<file path="src/hw/rtl/irut_pkg.sv">
// Shared types and constants for the IR carrier UART transmitter.
// No dependencies; imported by every module of the block.
package irut_pkg;

   localparam int BitTimerWidth  = 20;
   localparam int CarrierWidth   = 16;
   localparam int ByteWidth      = 8;
   localparam int PosWidth       = 4;
   localparam int RspDataWidth   = 8;

   localparam logic [BitTimerWidth-1:0] BitPeriodReset      = 20'd27586;
   localparam logic [CarrierWidth-1:0]  CarrierCompareReset = 16'd210;

   // configuration register indexes
   localparam logic CsrBitPeriod      = 1'b0;
   localparam logic CsrCarrierCompare = 1'b1;

   // request kinds carried on tuser
   localparam logic OpTick = 1'b0;
   localparam logic OpSend = 1'b1;

   // frame status handed from the framer to the carrier and output stage
   typedef struct packed {
      logic carrier_en;
      logic sending;
      logic accepted;
   } frame_status_type;

endpackage

</file>
<file path="src/hw/rtl/ir_carrier_uart_transmitter_unit.sv">
// IR carrier UART transmitter, top level: input register, framer, carrier, result register.
// A request beat passes the input then the result register; one beat per cycle unless
// the result channel stalls, set by the single-tick update of frame and carrier counters.
// Synchronous active-high reset clears control state, pin low, idle, registers to defaults.
module ir_carrier_uart_transmitter_unit #(
   parameter int DATA_BITS = 8
) (
   input  logic                                  clock,
   input  logic                                  reset,
   // request channel
   input  logic                                  req_tvalid,
   output logic                                  req_tready,
   input  logic [irut_pkg::ByteWidth-1:0]        req_tdata,  // [7:0] data_byte
   input  logic                                  req_tuser,  // [0] operation
   // result channel
   output logic                                  rsp_tvalid,
   input  logic                                  rsp_tready,
   output logic [irut_pkg::RspDataWidth-1:0]     rsp_tdata,  // [0] ir_level, [1] busy_res,
                                                             // [2] accepted, [7:3] zero
   // configuration write channel
   input  logic                                  csr_valid,
   output logic                                  csr_ready,
   input  logic                                  csr_index,
   input  logic [irut_pkg::BitTimerWidth-1:0]    csr_wdata
);
   import irut_pkg::*;

   logic [BitTimerWidth-1:0] bit_period_ff;
   logic [CarrierWidth-1:0]  carrier_compare_ff;

   logic                     in_valid_ff;
   logic                     in_op_ff;
   logic [ByteWidth-1:0]     in_byte_ff;

   logic                     rsp_valid_ff;
   logic [RspDataWidth-1:0]  rsp_data_ff;

   logic                     fire;
   logic                     pin_next;
   frame_status_type         status;

   // configuration registers
   assign csr_ready = 1'b1;

   always_ff @(posedge clock) begin
      if (reset) begin
         bit_period_ff      <= BitPeriodReset;
         carrier_compare_ff <= CarrierCompareReset;
      end else if (csr_valid) begin
         case (csr_index)
            CsrBitPeriod:      bit_period_ff      <= csr_wdata;
            CsrCarrierCompare: carrier_compare_ff <= csr_wdata[CarrierWidth-1:0];
            default:           bit_period_ff      <= bit_period_ff;
         endcase
      end
   end

   // process the held beat when the result register can take it
   assign fire       = in_valid_ff && (!rsp_valid_ff || rsp_tready);
   assign req_tready = !in_valid_ff || fire;

   always_ff @(posedge clock) begin
      if (reset) begin
         in_valid_ff <= 1'b0;
      end else if (req_tready) begin
         in_valid_ff <= req_tvalid;
      end
   end

   always_ff @(posedge clock) begin
      if (req_tready && req_tvalid) begin
         in_op_ff   <= req_tuser;
         in_byte_ff <= req_tdata;
      end
   end

   irut_frame #(
      .DATA_BITS (DATA_BITS)
   ) u_frame (
      .clock      (clock),
      .reset      (reset),
      .tick       (fire),
      .op         (in_op_ff),
      .byte_in    (in_byte_ff),
      .bit_period (bit_period_ff),
      .status     (status)
   );

   irut_carrier u_carrier (
      .clock           (clock),
      .reset           (reset),
      .tick            (fire),
      .carrier_en      (status.carrier_en),
      .carrier_compare (carrier_compare_ff),
      .pin_next        (pin_next)
   );

   // result register: hold until taken
   always_ff @(posedge clock) begin
      if (reset) begin
         rsp_valid_ff <= 1'b0;
      end else if (fire) begin
         rsp_valid_ff <= 1'b1;
      end else if (rsp_tready) begin
         rsp_valid_ff <= 1'b0;
      end
   end

   always_ff @(posedge clock) begin
      if (fire) begin
         rsp_data_ff <= {5'b0, status.accepted, status.sending, pin_next};
      end
   end

   assign rsp_tvalid = rsp_valid_ff;
   assign rsp_tdata  = rsp_data_ff;

endmodule

</file>
<file path="src/hw/rtl/irut_frame.sv">
// 8N1 framer: start bit, data bits LSB first, stop bit, timed in ticks.
// Depends on irut_pkg; feeds next carrier enable and status to the top level.
module irut_frame #(
   parameter int DATA_BITS = 8
) (
   input  logic                                 clock,
   input  logic                                 reset,
   input  logic                                 tick,
   input  logic                                 op,
   input  logic [irut_pkg::ByteWidth-1:0]       byte_in,
   input  logic [irut_pkg::BitTimerWidth-1:0]   bit_period,
   output irut_pkg::frame_status_type           status
);
   import irut_pkg::*;

   localparam logic [PosWidth-1:0] LastPos = PosWidth'(DATA_BITS);

   logic [ByteWidth-1:0]     shift_ff, shift_in;
   logic [PosWidth-1:0]      pos_ff, pos_in, pos_inc;
   logic [BitTimerWidth-1:0] timer_ff, timer_in, timer_inc;
   logic                     en_ff, en_in;
   logic                     sending_ff, sending_in;
   logic                     accepted;

   assign timer_inc = timer_ff + BitTimerWidth'(1);
   assign pos_inc   = pos_ff + PosWidth'(1);

   // next frame state for one tick
   always_comb begin
      shift_in   = shift_ff;
      pos_in     = pos_ff;
      timer_in   = timer_ff;
      en_in      = en_ff;
      sending_in = sending_ff;
      accepted   = 1'b0;
      if (!sending_ff) begin
         if (op == OpSend) begin
            accepted   = 1'b1;
            shift_in   = byte_in;
            pos_in     = '0;
            timer_in   = '0;
            sending_in = 1'b1;
            en_in      = 1'b1;
         end
      end else if (timer_inc < bit_period) begin
         timer_in = timer_inc;
      end else begin
         timer_in = '0;
         if (pos_ff > LastPos) begin
            // stop bit done: go idle
            sending_in = 1'b0;
            en_in      = 1'b0;
            pos_in     = '0;
         end else begin
            pos_in = pos_inc;
            if (pos_inc <= LastPos) begin
               en_in    = ~shift_ff[0];
               shift_in = {1'b0, shift_ff[ByteWidth-1:1]};
            end else begin
               en_in = 1'b0;
            end
         end
      end
   end

   // advance on each accepted tick
   always_ff @(posedge clock) begin
      if (reset) begin
         shift_ff   <= '0;
         pos_ff     <= '0;
         timer_ff   <= '0;
         en_ff      <= 1'b0;
         sending_ff <= 1'b0;
      end else if (tick) begin
         shift_ff   <= shift_in;
         pos_ff     <= pos_in;
         timer_ff   <= timer_in;
         en_ff      <= en_in;
         sending_ff <= sending_in;
      end
   end

   assign status.carrier_en = en_in;
   assign status.sending    = sending_in;
   assign status.accepted   = accepted;

endmodule

</file>
<file path="src/hw/rtl/irut_carrier.sv">
// Carrier generator: free-running compare counter that toggles or clears the pin.
// Depends on irut_pkg; uses the framer's next carrier enable.
module irut_carrier (
   input  logic                               clock,
   input  logic                               reset,
   input  logic                               tick,
   input  logic                               carrier_en,
   input  logic [irut_pkg::CarrierWidth-1:0]  carrier_compare,
   output logic                               pin_next
);
   import irut_pkg::*;

   logic [CarrierWidth-1:0] timer_ff, timer_in;
   logic                    pin_ff;

   // on a compare match toggle while on, force low while off
   always_comb begin
      if (timer_ff >= carrier_compare) begin
         timer_in = '0;
         pin_next = carrier_en ? ~pin_ff : 1'b0;
      end else begin
         timer_in = timer_ff + CarrierWidth'(1);
         pin_next = pin_ff;
      end
   end

   always_ff @(posedge clock) begin
      if (reset) begin
         timer_ff <= '0;
         pin_ff   <= 1'b0;
      end else if (tick) begin
         timer_ff <= timer_in;
         pin_ff   <= pin_next;
      end
   end

endmodule
</file>
<file path="config.mk">
export PLATFORM = sky130hd
export DESIGN_NAME = ir_carrier_uart_transmitter_unit
export DESIGN_NICKNAME = d
export VERILOG_FILES = /design/src/hw/rtl/irut_pkg.sv /design/src/hw/rtl/ir_carrier_uart_transmitter_unit.sv /design/src/hw/rtl/irut_frame.sv /design/src/hw/rtl/irut_carrier.sv
export SDC_FILE = /design/constraint.sdc
export NUM_CORES = 1
export LEC_CHECK = 0
export ABC_CLOCK_PERIOD_IN_PS = 6970
export BUFFER_PORTS_ARGS = -buffer_cell sky130_fd_sc_hd__buf_2
export CORE_UTILIZATION = 55
export CTS_BUF_LIST = sky130_fd_sc_hd__clkbuf_2
export DETAILED_ROUTE_END_ITERATION = 8
export GPL_ROUTABILITY_DRIVEN = 0
export MAX_ROUTING_LAYER = met4
export PLACE_DENSITY = 0.85
export SLEW_MARGIN = 20
export SYNTH_ARGS = -nofsm -noshare
export SYNTH_HDL_FRONTEND = slang
export SYNTH_HIERARCHICAL = 1
export SYNTH_SLANG_ARGS = --single-unit
</file>
<file path="constraint.sdc">
create_clock -name clock -period 6.97 [get_ports clock]
set_input_delay 0.697 -clock clock [delete_from_list [all_inputs] [get_ports clock]]
set_output_delay 0.697 -clock clock [all_outputs]
set_load 0.03 [all_outputs]
</file>
==> impl_metrics.yaml <==
power:
  p_per_area_mw_per_mm2: 174.0
  power_leakage_nw: 2.491
  power_frac_clock: 0.297
  p_sw_mw: 0.2736
  power_mw: 1.047
  switching_share: 0.2614
  intPower_mw: 0.7731
  p_comb_frac: 0.108
  seq_power_share: 0.595
  vdd_ir_drop_max_mv: 0.08328
route:
  drt_iter0_drc: 203
  drtAntennaViolNets: 0
  vias: 4560
  first_pass_iters: 6
  wirelength_um: 12310
  post-route-drc-count: 0
  viasPerCell: 5.884
  wire_per_inst_um: 15.89
timing:
  min_period_over_period: 0.5487
  setup_viol: 0
  max_freq_ghz: 0.2615
  tns_ps: 0
  holdWs_ps: 259.5
  rsz0062_at_grt: "false"
  drv_slew: 0
  worstMarginPinSlew_ps: 1148
  max_slew_margin: 0.2312
  fin_skew_ps: 31.37
  fin_crit_ps: 3825
  hold_viol_final: 0
clock_tree:
  cts_buffer_depth: 2
  cts-resized-gates: 0
  postCtsHoldBufs: 0
  numCtsBuffers: 9
  worstSkewPairLatency_ps: 590
  root_buffer: "clkbuf_2"
  cts_tree: "done"
  cts.sinks: 101
  cts_setup_buffers: 0
  cts_max_level: 3
  path_clk_slew_ps: 260
grt:
  grt_usage: 0.2422
  grt_pass1_vias: 4535
  grt_max_degree: 110
  grt_pass1_wl_um: 20790
  grt_overflow: 0
  antenna_found_initial: 0
setup_path:
  critical_path_buf_inv_count: 0
  slowest_delay_ps: 490
  crit-reg2reg-launch: "u_frame/timer_ff[2]"
  critPathArrivalTime_ps: 4200
  worst_path_max_delay_cell: "a2111o_1"
  cp_cell_sequence: "and4_1 > and3_1 > and3_1 > nand3_1 > xnor2_1 > ha_1 > nand4_1 > nor2_1 > a2111o_1 > a211oi_4 > or3_1 > a31oi_1 > nor2b_1 > mux2_2"
  start_kind: "register"
  cp-startpoint: "u_frame/timer_ff[2]"
  end_kind: "register"
  crit_family: "simple AND/OR/NAND/NOR gates"
  worst-setup-path-type: "reg -> reg"
  path_common_cell: "and3_1"
  cp.required_ps: 7350
  worstPathMaxFanout: 6
placement:
  hpwl_um: 8721
  port_buffers: 39
floorplanning:
  die_x_um: 104.2
  coreArea_mm2: 0.009955
  std_cell_rows: 36
  die_area_mm2: 0.01086
  boundaryPins: 46
  fp.dieH_um: 104.2
  start_util: 0.5774
hold_path:
  holdCritStartpoint: "req_tdata[1]"
  worstHoldPathType: "in -> reg"
synthesis:
  synth_cells: 621
  yosysMostFrequentCell: "dfxtp_1"
  synth_common_cells: "89 x dfxtp_1, 53 x inv_1, 42 x nor2_1"
  synth_async_sr_flop_share: 0
  syn_area_per_cell_um2: 9.256
  synth_area_leaders: "dfxtp_1 31%, ha_1 8.5%, edfxtp_1 6.3%"
  yosysWarnings: 6
  yosysSeqAreaShare: 0.3727
  ys_types: 74
  synth_top_cell_area_share: 0.3100
  synth_largest_area_cell: "dfxtp_1"
  yosys_register_bits: 101
  synthFlopType: "dfxtp_1"
  synth_area_mm2: 0.005748
  synth_edf_count: 12
outcome:
  outcome: "finished, final reports clean"
finish:
  area_growth_syn_to_layout_pct: 4.658
  fillers: 837
  fin_nets: 712
  drive_gt1_frac: 0.1402
  diodes: 0
flow_run:
  maxCapViolations: 0
-- metal layers --
metal | global-route usage | part of all wire | routed length [um] | vias up
li1 | - | - | - | 2204
met1 | 0.2812 | 0.44 | 5377 | 2198
met2 | 0.4095 | 0.49 | 6076 | 126
met3 | 0.05702 | 0.048 | 589 | 32
met4 | 0.08469 | 0.022 | 270 | 0
met5 | - | 0 | 0 | -
-- cells by family after synthesis --
family,Yosys count,synth area share
simple gates,222,0.2159
flops,101,0.3727
other cells,2,0.001307
compound gates,109,0.1541
buf+inv,91,0.07858
xor+xnor,32,0.04876
mux,25,0.04375
fa+ha+maj,39,0.08489
-- per-stage QoR --
step	worst slack (ps)	util	instances	cell area, um2
6_report	3145	0.6043	775	6016
4_1_cts	3193	0.6036	775	6008
3_5_place_dp	3192	0.5906	760	5879
3_3_place_gp	3303	0.5906	760	5879
5_1_grt	2876	0.6043	775	6016
2_1_floorplan	3422	-	625	5763
-- worst paths after layout --
check	endpoint	slack, ps	depth (start not counted)
worst min-delay path	in_byte_ff[1]	260	1
worst min register to register	rsp_tvalid	480	2
worst max register to register	rsp_tdata[0]	3150	14
worst max-delay path	rsp_tdata[0]	3150	14
-- final cells by class --
type / instances / area [um2] / share of cell area
clock buffers: 11 / 55.05 / 0.009151
clock inverters: 4 / 73.82 / 0.01227
inverters: 53 / 198.9 / 0.03307
multi-input cells: 433 / 3177 / 0.5281
flip-flops and latches: 101 / 2142 / 0.3561
well taps: 133 / 166.4 / 0.02766
repair buffers: 40 / 202.7 / 0.03369
-- state kept, by name, indices dropped and copies added (netlist names) --
signal and flops:
bit_period_ff 20, carrier_compare_ff 16, in_byte_ff 8, in_op_ff 1, in_valid_ff 1, rsp_tdata 3, rsp_tvalid 1, u_carrier/pin_ff 1
u_carrier/timer_ff 16, u_frame/en_ff 1, u_frame/pos_ff 4, u_frame/sending_ff 1, u_frame/shift_ff 8, u_frame/timer_ff 20
-- power groups by stage --
| stage | clock network (mW) | logic (mW) | registers (mW) |
|---|---|---|---|
| floorplan | 0 | 0.0902 | 0.630 |
| global placement | 0 | 0.105 | 0.632 |
| detailed placement | 0 | 0.111 | 0.633 |
| CTS | 0.316 | 0.112 | 0.622 |
| global route | 0.342 | 0.125 | 0.626 |
| finish | 0.311 | 0.113 | 0.623 |
-- cells in the final DEF, fill, tap and decap left out, types with 3 or more instances in the layout --
cell type / n
xor2_1: 9
nand2_1: 35
and3_2: 3
a221oi_2: 8
and4_1: 4
o21ai_4: 3
buf_2: 39
mux2i_1: 24
nor2_1: 42
nand3_1: 21
and4_2: 3
clkbuf_2: 11
nand2b_1: 31
a21oi_1: 23
and3_1: 13
a211oi_1: 4
nand4_1: 14
nor3_1: 20
xnor2_1: 23
o21ai_1: 5
ha_1: 39
conb_1: 6
nand4bb_1: 5
a31oi_1: 5
edfxtp_1: 12
a22oi_1: 13
or3_1: 5
and2_1: 7
a2111o_1: 3
a21bo_2: 3
dfxtp_1: 89
o22ai_1: 6
nor2b_1: 3
a21o_1: 3
o21ai_0: 11
inv_1: 53
Power figures use the tool's default switching activity.
